[src/hw/rtl/ccbcd_pkg.sv]
`timescale 1ns / 1ps
// Shared types, constants and helper functions for the calendar clock block.
// Depends on nothing; the input stage, the core, the top level and the bench import it.
package ccbcd_pkg;

  // Command codes.
  localparam logic OP_TICK = 1'b0;
  localparam logic OP_SET  = 1'b1;

  // Field limits.
  localparam logic [13:0] YEAR_LIMIT = 14'd9999;
  localparam logic [3:0]  MONTH_MAX  = 4'd12;
  localparam logic [4:0]  HOUR_MAX   = 5'd23;
  localparam logic [5:0]  MINUTE_MAX = 6'd59;
  localparam logic [5:0]  SECOND_MAX = 6'd59;
  localparam logic [4:0]  DAY_LAST   = 5'd31;
  localparam logic [6:0]  CENT_MAX   = 7'd99;

  // Values after reset: 2000-01-01 00:00:00.
  localparam logic [13:0] YEAR_RESET    = 14'd2000;
  localparam logic [6:0]  YEAR_HI_RESET = 7'd20;
  localparam logic [6:0]  YEAR_LO_RESET = 7'd0;
  localparam logic [3:0]  MONTH_RESET   = 4'd1;
  localparam logic [4:0]  DAY_RESET     = 5'd1;

  // Multiplier for the year split: floor(y * 5243 / 2^19) equals y / 100 below 10000.
  localparam logic [12:0] CENT_RECIP = 13'd5243;
  localparam int          CENT_SHIFT = 19;

  // A registered command with the set fields already saturated (except the day)
  // and the year split into its century and year-of-century parts.
  typedef struct packed {
    logic        opcode;
    logic [31:0] timer_count;
    logic [13:0] year;
    logic [6:0]  year_hi;
    logic [6:0]  year_lo;
    logic [3:0]  month;
    logic [4:0]  day;
    logic [4:0]  hour;
    logic [5:0]  minute;
    logic [5:0]  second;
  } ccbcd_cmd_t;

  // Two packed BCD digits of a value below 100; v * 103 / 1024 is v / 10 there.
  function automatic logic [7:0] bcd2(input logic [6:0] v);
    logic [13:0] prod;
    logic [3:0]  tens;
    logic [6:0]  ones;
    prod = {7'd0, v} * 14'd103;
    tens = prod[13:10];
    ones = v - ({3'd0, tens} * 7'd10);
    return {tens, ones[3:0]};
  endfunction

  // Gregorian leap test from the two halves of the year.
  function automatic logic is_leap(input logic [6:0] hi, input logic [6:0] lo);
    logic leap;
    if (lo == 7'd0) begin
      leap = (hi[1:0] == 2'd0);
    end else begin
      leap = (lo[1:0] == 2'd0);
    end
    return leap;
  endfunction

  // Length of a month; months outside 1..12 never reach here and read as 31.
  function automatic logic [4:0] month_len(input logic [3:0] m, input logic leap);
    logic [4:0] d;
    case (m)
      4'd2:    d = leap ? 5'd29 : 5'd28;
      4'd4:    d = 5'd30;
      4'd6:    d = 5'd30;
      4'd9:    d = 5'd30;
      4'd11:   d = 5'd30;
      default: d = 5'd31;
    endcase
    return d;
  endfunction

endpackage

[src/hw/rtl/ccbcd_cmd_if.sv]
`timescale 1ns / 1ps
// Command channel of the calendar clock: valid/ready handshake with tick and set fields.
// Stands alone; used by the top level and the input stage.
interface ccbcd_cmd_if;
  logic        valid;
  logic        ready;
  logic        opcode;
  logic [31:0] timer_count;
  logic [13:0] set_year;
  logic [3:0]  set_month;
  logic [4:0]  set_day;
  logic [4:0]  set_hour;
  logic [5:0]  set_minute;
  logic [5:0]  set_second;

  modport source (
    output valid, opcode, timer_count, set_year, set_month, set_day, set_hour,
           set_minute, set_second,
    input  ready
  );

  modport sink (
    input  valid, opcode, timer_count, set_year, set_month, set_day, set_hour,
           set_minute, set_second,
    output ready
  );
endinterface

[src/hw/rtl/ccbcd_res_if.sv]
`timescale 1ns / 1ps
// Result channel of the calendar clock: valid/ready handshake with the time in BCD.
// Stands alone; used by the top level and the time core.
interface ccbcd_res_if;
  logic        valid;
  logic        ready;
  logic        advanced;
  logic [13:0] year_binary;
  logic [15:0] year_bcd;
  logic [7:0]  month_bcd;
  logic [7:0]  day_bcd;
  logic [7:0]  hour_bcd;
  logic [7:0]  minute_bcd;
  logic [7:0]  second_bcd;

  modport source (
    output valid, advanced, year_binary, year_bcd, month_bcd, day_bcd, hour_bcd,
           minute_bcd, second_bcd,
    input  ready
  );

  modport sink (
    input  valid, advanced, year_binary, year_bcd, month_bcd, day_bcd, hour_bcd,
           minute_bcd, second_bcd,
    output ready
  );
endinterface

[src/hw/rtl/ccbcd_in_stage.sv]
`timescale 1ns / 1ps
// Input register of the calendar clock: saturates the set fields and splits the year.
// Depends on ccbcd_pkg and ccbcd_cmd_if.
module ccbcd_in_stage
  import ccbcd_pkg::*;
(
  input  logic          clk,
  input  logic          rst,
  ccbcd_cmd_if.sink     cmd,
  input  logic          advance,
  output logic          stage_valid,
  output ccbcd_cmd_t    stage_data
);

  logic        take;
  logic [13:0] year_sat;
  logic [26:0] cent_prod;
  logic [6:0]  cent_hi;
  logic [13:0] cent_rest;
  ccbcd_cmd_t  data_next;

  // The register is free when empty or when its content moves on this cycle.
  assign cmd.ready = !stage_valid || advance;
  assign take      = cmd.valid && cmd.ready;

  // Saturate the set fields and split the year into hundreds and the rest.
  always_comb begin
    year_sat  = (cmd.set_year > YEAR_LIMIT) ? YEAR_LIMIT : cmd.set_year;
    cent_prod = {13'd0, year_sat} * {14'd0, CENT_RECIP};
    cent_hi   = cent_prod[CENT_SHIFT +: 7];
    cent_rest = year_sat - ({7'd0, cent_hi} * 14'd100);

    data_next.opcode      = cmd.opcode;
    data_next.timer_count = cmd.timer_count;
    data_next.year        = year_sat;
    data_next.year_hi     = cent_hi;
    data_next.year_lo     = cent_rest[6:0];
    if (cmd.set_month == 4'd0) begin
      data_next.month = 4'd1;
    end else if (cmd.set_month > MONTH_MAX) begin
      data_next.month = MONTH_MAX;
    end else begin
      data_next.month = cmd.set_month;
    end
    data_next.day    = cmd.set_day;
    data_next.hour   = (cmd.set_hour > HOUR_MAX) ? HOUR_MAX : cmd.set_hour;
    data_next.minute = (cmd.set_minute > MINUTE_MAX) ? MINUTE_MAX : cmd.set_minute;
    data_next.second = (cmd.set_second > SECOND_MAX) ? SECOND_MAX : cmd.set_second;
  end

  // Stage valid flag.
  always_ff @(posedge clk) begin
    if (rst) begin
      stage_valid <= 1'b0;
    end else if (cmd.ready) begin
      stage_valid <= cmd.valid;
    end
  end

  // Stage payload.
  always_ff @(posedge clk) begin
    if (take) begin
      stage_data <= data_next;
    end
  end

endmodule

[src/hw/rtl/ccbcd_core.sv]
`timescale 1ns / 1ps
// Time core of the calendar clock: calendar state, one-second carry chain,
// set loading and the BCD result register. Depends on ccbcd_pkg and ccbcd_res_if.
module ccbcd_core
  import ccbcd_pkg::*;
#(
  parameter int TICKS_PER_SECOND = 4
)(
  input  logic          clk,
  input  logic          rst,
  input  logic          stage_valid,
  input  ccbcd_cmd_t    stage_data,
  output logic          advance,
  ccbcd_res_if.source   res
);

  localparam logic [31:0] TPS = 32'(TICKS_PER_SECOND);

  // Calendar state.
  logic [31:0] reference_count;
  logic [13:0] year_value;
  logic [6:0]  year_hi;
  logic [6:0]  year_lo;
  logic [3:0]  month_value;
  logic [4:0]  day_value;
  logic [4:0]  hour_value;
  logic [5:0]  minute_value;
  logic [5:0]  second_value;

  logic [31:0] reference_count_next;
  logic [13:0] year_value_next;
  logic [6:0]  year_hi_next;
  logic [6:0]  year_lo_next;
  logic [3:0]  month_value_next;
  logic [4:0]  day_value_next;
  logic [4:0]  hour_value_next;
  logic [5:0]  minute_value_next;
  logic [5:0]  second_value_next;
  logic        advanced_next;

  logic [31:0] diff;
  logic        due;
  logic        frozen;
  logic [4:0]  cur_len;
  logic [4:0]  set_len;
  logic        do_step;

  // The result register frees up when empty or when its result is taken.
  assign advance = !res.valid || res.ready;
  assign do_step = advance && stage_valid;

  // Next calendar state for a tick or a set.
  always_comb begin
    reference_count_next = reference_count;
    year_value_next      = year_value;
    year_hi_next         = year_hi;
    year_lo_next         = year_lo;
    month_value_next     = month_value;
    day_value_next       = day_value;
    hour_value_next      = hour_value;
    minute_value_next    = minute_value;
    second_value_next    = second_value;
    advanced_next        = 1'b0;

    diff    = stage_data.timer_count - reference_count;
    due     = (diff >= TPS);
    frozen  = (year_value >= YEAR_LIMIT) && (month_value == MONTH_MAX) &&
              (day_value == DAY_LAST) && (hour_value == HOUR_MAX) &&
              (minute_value == MINUTE_MAX) && (second_value == SECOND_MAX);
    cur_len = month_len(month_value, is_leap(year_hi, year_lo));
    set_len = month_len(stage_data.month, is_leap(stage_data.year_hi, stage_data.year_lo));

    if (stage_data.opcode == OP_TICK) begin
      if (due) begin
        reference_count_next = reference_count + TPS;
        if (!frozen) begin
          advanced_next = 1'b1;
          // Carry one second through the fields in turn.
          if (second_value < SECOND_MAX) begin
            second_value_next = second_value + 6'd1;
          end else begin
            second_value_next = 6'd0;
            if (minute_value < MINUTE_MAX) begin
              minute_value_next = minute_value + 6'd1;
            end else begin
              minute_value_next = 6'd0;
              if (hour_value < HOUR_MAX) begin
                hour_value_next = hour_value + 5'd1;
              end else begin
                hour_value_next = 5'd0;
                if (day_value < cur_len) begin
                  day_value_next = day_value + 5'd1;
                end else begin
                  day_value_next = 5'd1;
                  if (month_value < MONTH_MAX) begin
                    month_value_next = month_value + 4'd1;
                  end else begin
                    month_value_next = 4'd1;
                    year_value_next  = year_value + 14'd1;
                    if (year_lo == CENT_MAX) begin
                      year_lo_next = 7'd0;
                      year_hi_next = year_hi + 7'd1;
                    end else begin
                      year_lo_next = year_lo + 7'd1;
                    end
                  end
                end
              end
            end
          end
        end
      end
    end else begin
      // Load the set fields; the day is clamped to the loaded month.
      year_value_next   = stage_data.year;
      year_hi_next      = stage_data.year_hi;
      year_lo_next      = stage_data.year_lo;
      month_value_next  = stage_data.month;
      hour_value_next   = stage_data.hour;
      minute_value_next = stage_data.minute;
      second_value_next = stage_data.second;
      if (stage_data.day == 5'd0) begin
        day_value_next = 5'd1;
      end else if (stage_data.day > set_len) begin
        day_value_next = set_len;
      end else begin
        day_value_next = stage_data.day;
      end
    end
  end

  // Calendar state registers.
  always_ff @(posedge clk) begin
    if (rst) begin
      reference_count <= 32'd0;
      year_value      <= YEAR_RESET;
      year_hi         <= YEAR_HI_RESET;
      year_lo         <= YEAR_LO_RESET;
      month_value     <= MONTH_RESET;
      day_value       <= DAY_RESET;
      hour_value      <= 5'd0;
      minute_value    <= 6'd0;
      second_value    <= 6'd0;
    end else if (do_step) begin
      reference_count <= reference_count_next;
      year_value      <= year_value_next;
      year_hi         <= year_hi_next;
      year_lo         <= year_lo_next;
      month_value     <= month_value_next;
      day_value       <= day_value_next;
      hour_value      <= hour_value_next;
      minute_value    <= minute_value_next;
      second_value    <= second_value_next;
    end
  end

  // Result valid flag.
  always_ff @(posedge clk) begin
    if (rst) begin
      res.valid <= 1'b0;
    end else if (advance) begin
      res.valid <= stage_valid;
    end
  end

  // Result payload in packed BCD.
  always_ff @(posedge clk) begin
    if (do_step) begin
      res.advanced    <= advanced_next;
      res.year_binary <= year_value_next;
      res.year_bcd    <= {bcd2(year_hi_next), bcd2(year_lo_next)};
      res.month_bcd   <= bcd2({3'd0, month_value_next});
      res.day_bcd     <= bcd2({2'd0, day_value_next});
      res.hour_bcd    <= bcd2({2'd0, hour_value_next});
      res.minute_bcd  <= bcd2({1'd0, minute_value_next});
      res.second_bcd  <= bcd2({1'd0, second_value_next});
    end
  end

endmodule

[src/hw/rtl/calendar_clock_with_bcd_top.sv]
`timescale 1ns / 1ps
// Top level of the calendar clock with BCD output.
// Depends on ccbcd_pkg, ccbcd_cmd_if, ccbcd_res_if, ccbcd_in_stage and ccbcd_core.
//
//   Channel  Direction  Carries
//   cmd      in         opcode, timer_count, set_year .. set_second
//   res      out        advanced, year_binary, year_bcd .. second_bcd
//
// Every command gives exactly one result, via the input register and the result register.
// A command can be taken in every cycle unless the result stalls; the calendar state is
// read and written in the same cycle by the carry chain, so commands follow without a gap.
// Reset is synchronous and sets the time to 2000-01-01 00:00:00 with a zero reference.
// With the result stalled, the input register still takes one more command.
module calendar_clock_with_bcd_top
  import ccbcd_pkg::*;
#(
  parameter int TICKS_PER_SECOND = 4
)(
  input  logic        clk,
  input  logic        rst,
  ccbcd_cmd_if.sink   cmd,
  ccbcd_res_if.source res
);

  logic       stage_valid;
  ccbcd_cmd_t stage_data;
  logic       advance;

  // Input register with set-field saturation.
  ccbcd_in_stage u_in_stage (
    .clk         (clk),
    .rst         (rst),
    .cmd         (cmd),
    .advance     (advance),
    .stage_valid (stage_valid),
    .stage_data  (stage_data)
  );

  // Calendar state and result register.
  ccbcd_core #(
    .TICKS_PER_SECOND (TICKS_PER_SECOND)
  ) u_core (
    .clk         (clk),
    .rst         (rst),
    .stage_valid (stage_valid),
    .stage_data  (stage_data),
    .advance     (advance),
    .res         (res)
  );

endmodule

[src/flat_wrapper.sv]
// flat-port wrapper written by rule: the top's interface ports become plain ports
module calendar_clock_with_bcd_top_flat import ccbcd_pkg::*;
#(
  parameter int TICKS_PER_SECOND = 4
)
  (clk, rst, cmd_valid, cmd_opcode, cmd_timer_count, cmd_set_year, cmd_set_month, cmd_set_day, cmd_set_hour, cmd_set_minute, cmd_set_second, cmd_ready, res_valid, res_advanced, res_year_binary, res_year_bcd, res_month_bcd, res_day_bcd, res_hour_bcd, res_minute_bcd, res_second_bcd, res_ready);
  ccbcd_cmd_if cmd_i ();
  ccbcd_res_if res_i ();
  input  logic clk;
  input  logic rst;
  input wire logic [$bits(cmd_i.valid)-1:0] cmd_valid;
  input wire logic [$bits(cmd_i.opcode)-1:0] cmd_opcode;
  input wire logic [$bits(cmd_i.timer_count)-1:0] cmd_timer_count;
  input wire logic [$bits(cmd_i.set_year)-1:0] cmd_set_year;
  input wire logic [$bits(cmd_i.set_month)-1:0] cmd_set_month;
  input wire logic [$bits(cmd_i.set_day)-1:0] cmd_set_day;
  input wire logic [$bits(cmd_i.set_hour)-1:0] cmd_set_hour;
  input wire logic [$bits(cmd_i.set_minute)-1:0] cmd_set_minute;
  input wire logic [$bits(cmd_i.set_second)-1:0] cmd_set_second;
  output wire logic [$bits(cmd_i.ready)-1:0] cmd_ready;
  output wire logic [$bits(res_i.valid)-1:0] res_valid;
  output wire logic [$bits(res_i.advanced)-1:0] res_advanced;
  output wire logic [$bits(res_i.year_binary)-1:0] res_year_binary;
  output wire logic [$bits(res_i.year_bcd)-1:0] res_year_bcd;
  output wire logic [$bits(res_i.month_bcd)-1:0] res_month_bcd;
  output wire logic [$bits(res_i.day_bcd)-1:0] res_day_bcd;
  output wire logic [$bits(res_i.hour_bcd)-1:0] res_hour_bcd;
  output wire logic [$bits(res_i.minute_bcd)-1:0] res_minute_bcd;
  output wire logic [$bits(res_i.second_bcd)-1:0] res_second_bcd;
  input wire logic [$bits(res_i.ready)-1:0] res_ready;
  assign cmd_i.valid = cmd_valid;
  assign cmd_i.opcode = cmd_opcode;
  assign cmd_i.timer_count = cmd_timer_count;
  assign cmd_i.set_year = cmd_set_year;
  assign cmd_i.set_month = cmd_set_month;
  assign cmd_i.set_day = cmd_set_day;
  assign cmd_i.set_hour = cmd_set_hour;
  assign cmd_i.set_minute = cmd_set_minute;
  assign cmd_i.set_second = cmd_set_second;
  assign cmd_ready = cmd_i.ready;
  assign res_valid = res_i.valid;
  assign res_advanced = res_i.advanced;
  assign res_year_binary = res_i.year_binary;
  assign res_year_bcd = res_i.year_bcd;
  assign res_month_bcd = res_i.month_bcd;
  assign res_day_bcd = res_i.day_bcd;
  assign res_hour_bcd = res_i.hour_bcd;
  assign res_minute_bcd = res_i.minute_bcd;
  assign res_second_bcd = res_i.second_bcd;
  assign res_i.ready = res_ready;
  calendar_clock_with_bcd_top #(.TICKS_PER_SECOND(TICKS_PER_SECOND)) u_core (.clk(clk), .rst(rst), .cmd(cmd_i), .res(res_i));
endmodule
[config.mk]
export PLATFORM = sky130hd
export DESIGN_NAME = calendar_clock_with_bcd_top_flat
export DESIGN_NICKNAME = d
export VERILOG_FILES = /design/src/hw/rtl/ccbcd_pkg.sv /design/src/hw/rtl/ccbcd_cmd_if.sv /design/src/hw/rtl/ccbcd_res_if.sv /design/src/hw/rtl/ccbcd_in_stage.sv /design/src/hw/rtl/ccbcd_core.sv /design/src/hw/rtl/calendar_clock_with_bcd_top.sv /design/src/flat_wrapper.sv
export SDC_FILE = /design/constraint.sdc
export NUM_CORES = 1
export LEC_CHECK = 0
export BUFFER_PORTS_ARGS = -buffer_cell sky130_fd_sc_hd__buf_2
export CORE_MARGIN = 4
export CORE_UTILIZATION = 47
export CTS_BUF_LIST = sky130_fd_sc_hd__clkbuf_8
export DETAILED_ROUTE_END_ITERATION = 16
export PLACE_DENSITY = 0.7
export SLEW_MARGIN = 10
export SYNTH_ARGS = -nofsm -noshare
export SYNTH_HDL_FRONTEND = slang
export SYNTH_SLANG_ARGS = --single-unit
[constraint.sdc]
create_clock -name clk -period 9.2 [get_ports clk]
set_clock_uncertainty 0.1 [all_clocks]
set_input_delay 0.46 -clock clk [delete_from_list [all_inputs] [get_ports clk]]
set_output_delay 0.46 -clock clk [all_outputs]
set_load 0.01 [all_outputs]
==> impl_metrics.tcl, run 1 <==
set metrics [dict create \
    synth_adder_area_share_pct 29.89 \
    synth_warnings 0 \
    whs_path_depth 2 \
    min-delay-start "cmd_set_minute[1]" \
    maxCapViolCount 0 \
    die_w_um 219.6 \
    pwr-share-clk_pct 18.8 \
    synthTopCellsByCount "330 x ha_1, 313 x inv_1, 147 x nand2_1" \
    synth_top_area_share_pct 20.69 \
    synth_flop_cell "edfxtp_1" \
    worst_slack_ns 0.4315 \
    critPathLaunchType "flop" \
    slowest_delay_ns 0.70 \
    async_flop_share_pct 0 \
    synth_compound_gate_area_share_pct 13.29 \
    nets 2925 \
    min_to "u_core.u_in_stage.stage_data[7]$_SDFFCE_PN1P_" \
    timing.slew.headroom_pct 25.38 \
    drt_first_pass_iters 6 \
    drc 0 \
    reg2reg_depth 33 \
    drive_above_1_share_pct 12.74 \
    switching_share_pct 39.03 \
    pin_count 150 \
    syn_avg_cell_area_um2 9.454 \
    min_period_over_period_pct 95.31 \
    fin_area_um2 23810 \
    yosys_register_bits 231 \
    cp.arrival_ns 9.03 \
    end_kind "flop" \
    worstPathMaxFanout 16 \
    hp-class "in2reg" \
    critical_path_class "reg2reg" \
    synth_top_family_by_area "adder cells" \
    cts_tree "done" \
    power_leakage_nw 10.92 \
    status "complete, no violations" \
    final-seq-area_um2 6076 \
    yosysTopAreaCell "edfxtp_1" \
    p_sw_w 0.002127 \
    ff2ff_setup_slack_ns 0.43 \
    required_ns 9.46 \
    dp_slack_ns 0.1551 \
    die_area_um2 48230 \
    syn_to_final_growth_pct 13.14 \
    fill_cells 3920 \
    finalSetupViolCount 0 \
    crit-reg2reg-launch "u_core.u_core.reference_count[2]$_SDFFE_PP0P_" \
    portBuffers 138 \
    tns_ns 0 \
    die_y_um 219.6 \
    synth-xor-area-share_pct 4.911 \
    synthCells 2226 \
    yosys.cell_count.top_type "ha_1" \
    cts_root_buffer "clkbuf_8" \
    crit_path_top_delay_cell "a2111oi_0" \
    fmax_ghz 0.1140 \
    synth_simple_gate_area_share_pct 14.71 \
    routed_wl_mm 52.05 \
    grt_pass1_vias 16960 \
    hold_violations 0 \
    rows 77 \
    clock_sinks 231 \
    core_um2 44220 \
    dp_hpwl_mm 39.70 \
    antenna_found_initial 0 \
    synth_edf_count 145 \
    clkTransAtPathRegs_ns 0.07 \
    grt_overflow 0 \
    p_int_w 0.003323 \
    r2r-end "u_core.u_core.res.day_bcd[3]$_DFFE_PP_" \
    drt_iter0_drc 1091 \
    combPwrFrac_pct 55.1 \
    cts_buffers 41 \
    grt_use_total_pct 21.43 \
    finalMaxSlewViolations 0 \
    num_vias 16760 \
    synthesis.area_um2 21050 \
    irDropWorstVdd_v 0.0002314 \
    vias_per_cell 5.526 \
    cts_max_level 2 \
    synth_area_leaders "edfxtp_1 21%, ha_1 20%, fa_1 10%" \
    seq_area_frac_synth_pct 28.87 \
    worst_pin_slew_ns 1.110 \
    multi_input_area_um2 13430 \
    crit_top_cell "ha_1" \
    antenna_left 0 \
    start_util_pct 47.59 \
    synthMuxAreaShare_pct 0.5291 \
    insertedDiodeCount 0 \
    power_density_nw_per_um2 228.9 \
    cts_buffer_depth 3 \
    grt_max_degree 82 \
    period_needed_ns 8.768 \
    grt_pass1_wl_mm 84.59 \
    seq_power_share_pct 26.1 \
    clk_latency_ns 0.61 \
    power_w 0.005451 \
    wl_per_cell_um 17.16 \
    placed_area_um2 22410 \
    globalplace.congestion 0.9192 \
    synth_cell_type_count 94 \
]
[placed cells by master, fill, tap and decap left out, types with 10 or more instances in the layout]
master	netlist	layout
and2_1	12	11
a21o_1	42	42
o31ai_1	13	10
xor2_1	22	22
or3_1	27	27
nor4_1	25	24
ha_1	330	330
nor3_1	38	38
xnor2_1	89	89
or2_2	11	11
nand3_1	55	55
buf_2	5	138
buf_4	12	49
nor2_1	124	123
o21a_1	22	22
dlygate4sd3_1	0	46
and3_1	27	27
fa_1	108	108
nand2_1	147	147
a31oi_1	25	25
dfxtp_1	86	86
nand2b_1	39	38
clkbuf_8	0	43
inv_1	313	322
nor2b_1	23	23
nand4_1	28	28
mux2i_1	10	10
o21ai_0	75	74
edfxtp_1	145	145
a21oi_1	122	121
[cell type report]
cell class / instances / area share (%)
clock buffers: 43 / 2.486
multi-input cells: 1587 / 56.41
well taps: 592 / 3.111
inverters: 316 / 4.992
flip-flops and latches: 231 / 25.52
clock inverters: 31 / 1.104
repair buffers: 233 / 6.379
[worst max-delay path: cells and delay by family, from the launching register on]
kind,cells,cell delay (ns)
fa+ha+maj,8,2.59
compound gates,8,2.55
simple gates,6,1.38
buf+inv,7,0.93
xor+xnor,3,0.53
flops,1,0.39
mux,1,0.11
[power by group through the flow]
| stage | Sequential (W) | Combinational [W] | Clock, W |
|---|---|---|---|
| 2_1_floorplan | 0.00145 | 0.00228 | 0 |
| 3_3_place_gp | 0.00144 | 0.00286 | 0 |
| 3_5_place_dp | 0.00144 | 0.00299 | 0 |
| 4_1_cts | 0.00142 | 0.00304 | 0.00105 |
| 5_1_grt | 0.00143 | 0.00349 | 0.00109 |
| 6_report | 0.00142 | 0.00300 | 0.00102 |
[routing by layer]
| layer | part of all wire (%) | global-route usage [%] |
|---|---|---|
| met5 | 0 | 0 |
| met4 | 2.8 | 6.741 |
| met3 | 5.0 | 2.813 |
| met2 | 50 | 38.05 |
| met1 | 42 | 27.17 |
[state kept, by name, summed over array words and instances (netlist names), 7 cells and up]
name / count
u_core.u_core.reference_count: 30
u_core.u_core.res.minute_bcd: 7
u_core.u_core.res.second_bcd: 7
u_core.u_core.res.year_bcd: 16
u_core.u_core.res.year_binary: 14
u_core.u_core.year_hi: 7
u_core.u_core.year_lo: 7
u_core.u_core.year_value: 14
u_core.u_in_stage.stage_data: 83
[kinds of logic after synthesis]
kind of cell / Yosys count
and+or+nand+nor: 604
adders and majority gates: 438
buffers and inverters: 416
AOI/OAI and AO/OA: 411
DFF: 231
xor gates and xnor gates: 114
muxes: 11
other: 1
[worst max path at each step]
| stage | from | endpoint | slack [ns] | cells after the start |
|---|---|---|---|---|
| 2_1_floorplan | u_core.u_core.reference_count[15]$_SDFFE_PP0P_ | u_core.u_core.res.year_bcd[3]$_DFFE_PP_ | 0.82 | 36 |
| 3_3_place_gp | u_core.u_in_stage.stage_data[56]$_DFFE_PP_ | u_core.u_core.res.year_bcd[3]$_DFFE_PP_ | 0.30 | 36 |
| 3_5_place_dp | u_core.u_core.reference_count[2]$_SDFFE_PP0P_ | u_core.u_core.res.year_bcd[3]$_DFFE_PP_ | 0.16 | 35 |
| 4_1_cts | u_core.u_core.reference_count[2]$_SDFFE_PP0P_ | u_core.u_core.res.year_bcd[3]$_DFFE_PP_ | 0.13 | 35 |
| 5_1_grt | u_core.u_core.reference_count[2]$_SDFFE_PP0P_ | u_core.u_core.res.day_bcd[3]$_DFFE_PP_ | -0.01 | 33 |
| 6_report | u_core.u_core.reference_count[2]$_SDFFE_PP0P_ | u_core.u_core.res.day_bcd[3]$_DFFE_PP_ | 0.43 | 33 |
[through the flow]
step                instances  utilization [%]  hold slack, ns
floorplan                2234                -          0.3581
global placement         2908            50.67          0.3678
detailed placement       2908            50.67          0.3822
CTS                      3028            53.64        0.004257
global route             3033            53.84         0.01147
finish                   3033            53.84         0.03789
[timing repair]
item	CTS	global route
resized for setup	0	11
endpoints found under the hold margin	46	0
buffers inserted	0	5
hold buffers	46	0
endpoints found under the setup margin	0	5
(Power assumes the default switching activity.)
==> inputs of run 2 (changes only) <==
Settings changed: CORE_UTILIZATION 47 to 62, PLACE_DENSITY 0.7 to 0.87.
==> run 2 against run 1 <==
Compared with the run above:
- routed wire length increased by 1.8%
- via count increased by 2.1%
- combinational power increased by 5%
- setup slack got worse by 0.088 ns
- worst hold slack got worse by 0.0085 ns
- clock-buffer cell count unchanged
- clock power decreased by 8%
- first-iteration DRC count increased by 14%
- register-to-register slack got worse by 0.09 ns
- critical endpoint is now u_core.u_core.res.minute_bcd[3]$_DFFE_PP_
==> impl_metrics.tcl, run 2 (same netlist as run 1, synthesis figures left out) <==
set metrics [dict create \
    worstPathMaxFanout 11 \
    cts_tree "done" \
    top_register "u_core.u_in_stage.stage_data" \
    power_leakage_nw 10.90 \
    die_area_um2 36960 \
    min_to "u_core.u_in_stage.stage_data[5]$_SDFFCE_PN1P_" \
    irDropWorstVdd_v 0.0003406 \
    dp_slack_ns 0.2978 \
    fmax_ghz 0.1129 \
    routed_wl_mm 53.01 \
    antenna_found_initial 0 \
    cts_buffer_depth 3 \
    fin_area_um2 23550 \
    die_y_um 192.2 \
    critical_path_class "reg2reg" \
    wl_per_cell_um 18.37 \
    die_w_um 192.2 \
    drt_first_pass_iters 5 \
    placed_area_um2 22250 \
    drc 0 \
    period_needed_ns 8.856 \
    hold_ws_ns 0.02940 \
    cts_max_level 2 \
    reg2reg_depth 38 \
    required_ns 9.42 \
    portBuffers 138 \
    largest_reg_flops 83 \
    min_period_over_period_pct 96.26 \
    timing.slew.headroom_pct 18.44 \
    pin_count 150 \
    syn_to_final_growth_pct 11.91 \
    cp.arrival_ns 9.07 \
    clock_sinks 231 \
    insertedDiodeCount 0 \
    finalSetupViolCount 0 \
    vias_per_cell 5.927 \
    drt_iter0_drc 1245 \
    whs_path_depth 1 \
    clk_latency_ns 0.59 \
    grt_use_total_pct 28.47 \
    fill_cells 2390 \
    end_kind "flop" \
    core_um2 33530 \
    hold_violations 0 \
    critPathLaunchType "flop" \
    final_core_util_pct 70.24 \
    grt_max_degree 84 \
    finalMaxSlewViolations 0 \
    antenna_left 0 \
    top_regs "u_core.u_in_stage.stage_data: 83 flops, u_core.u_core.reference_count: 30 flops, u_core.u_core.res.year_bcd: 16 flops" \
    start_util_pct 62.76 \
    cts_root_buffer "clkbuf_8" \
    hp-class "in2reg" \
    worst_slack_ns 0.3437 \
    worst_pin_slew_ns 1.223 \
    rows 67 \
    dp_hpwl_mm 39.80 \
    layout_common_cells "329 x ha_1, 328 x inv_1, 147 x nand2_1" \
    layout_commonest_cell "ha_1" \
    nets 2921 \
    cts_buffers 40 \
    multi_input_area_um2 13450 \
    final-seq-area_um2 6076 \
    crit_path_top_delay_cell "or4_1" \
    power_density_nw_per_um2 233.9 \
    status "complete, no violations" \
    maxCapViolCount 0 \
    ff2ff_setup_slack_ns 0.34 \
    clkTransAtPathRegs_ns 0.06 \
    drive_above_1_share_pct 12.59 \
    globalplace.congestion 0.9557 \
    r2r-end "u_core.u_core.res.minute_bcd[3]$_DFFE_PP_" \
    num_vias 17110 \
    power_w 0.005510 \
    grt_pass1_vias 17480 \
    crit-reg2reg-launch "u_core.u_core.reference_count[2]$_SDFFE_PP0P_" \
    slowest_delay_ns 0.52 \
    grt_pass1_wl_mm 85.21 \
    grt_overflow 0 \
    min-delay-start "cmd_set_second[5]" \
]
run 2: worst max path at each step:
| stage | from | endpoint | slack (ns) | cells past startpoint |
|---|---|---|---|---|
| 6_report | u_core.u_core.reference_count[2]$_SDFFE_PP0P_ | u_core.u_core.res.minute_bcd[3]$_DFFE_PP_ | 0.34 | 38 |
| 2_1_floorplan | u_core.u_core.reference_count[15]$_SDFFE_PP0P_ | u_core.u_core.res.year_bcd[3]$_DFFE_PP_ | 0.82 | 36 |
| 3_3_place_gp | u_core.u_in_stage.stage_data[56]$_DFFE_PP_ | u_core.u_core.res.year_bcd[3]$_DFFE_PP_ | 0.39 | 36 |
| 4_1_cts | u_core.u_core.reference_count[2]$_SDFFE_PP0P_ | u_core.u_core.res.year_bcd[3]$_DFFE_PP_ | 0.29 | 35 |
| 3_5_place_dp | u_core.u_core.reference_count[2]$_SDFFE_PP0P_ | u_core.u_core.res.year_bcd[3]$_DFFE_PP_ | 0.30 | 35 |
| 5_1_grt | u_core.u_core.reference_count[2]$_SDFFE_PP0P_ | u_core.u_core.res.minute_bcd[3]$_DFFE_PP_ | -0.06 | 38 |
run 2: per-layer routing:
layer | track usage [%] | wire [um]
met5 | 0 | 0
met4 | 11.79 | 2076
met3 | 4.108 | 3383
met2 | 50.96 | 26770
met1 | 34.29 | 20780
run 2: power breakdown:
part           switching (W)  internal [W]
combinational        0.00168       0.00146
sequential         0.0000559       0.00137
clock               0.000451      0.000491
total                0.00219       0.00332
run 2: worst max-delay path, delay by kind of cell, from the launching register on:
kind                       cells  cell delay [ns]
AOI/OAI and AO/OA              9             2.04
muxes                          2             0.41
DFF                            1             0.39
adders and majority gates      7             2.28
xor gates and xnor gates       4             0.74
and+or+nand+nor               10             1.96
buffers and inverters          6             0.67
run 2: metrics by stage:
step	cells	TNS [ns]
3_3_place_gp	2767	0
2_1_floorplan	2234	0
3_5_place_dp	2767	0
6_report	2886	0
5_1_grt	2886	-0.08529
4_1_cts	2883	0
run 2: cell type report:
type | count | area share, %
flip-flops and latches | 231 | 25.80
clock buffers | 43 | 2.513
multi-input cells | 1587 | 57.12
well taps | 448 | 2.380
repair buffers | 230 | 6.343
inverters | 316 | 5.047
clock inverters | 31 | 0.7969
run 2: timing repair:
action	in CTS	in global routing
resized for setup	0	17
hold buffers	42	0
setup endpoints to repair	0	5
buffers inserted	0	3
hold endpoints to repair	42	0
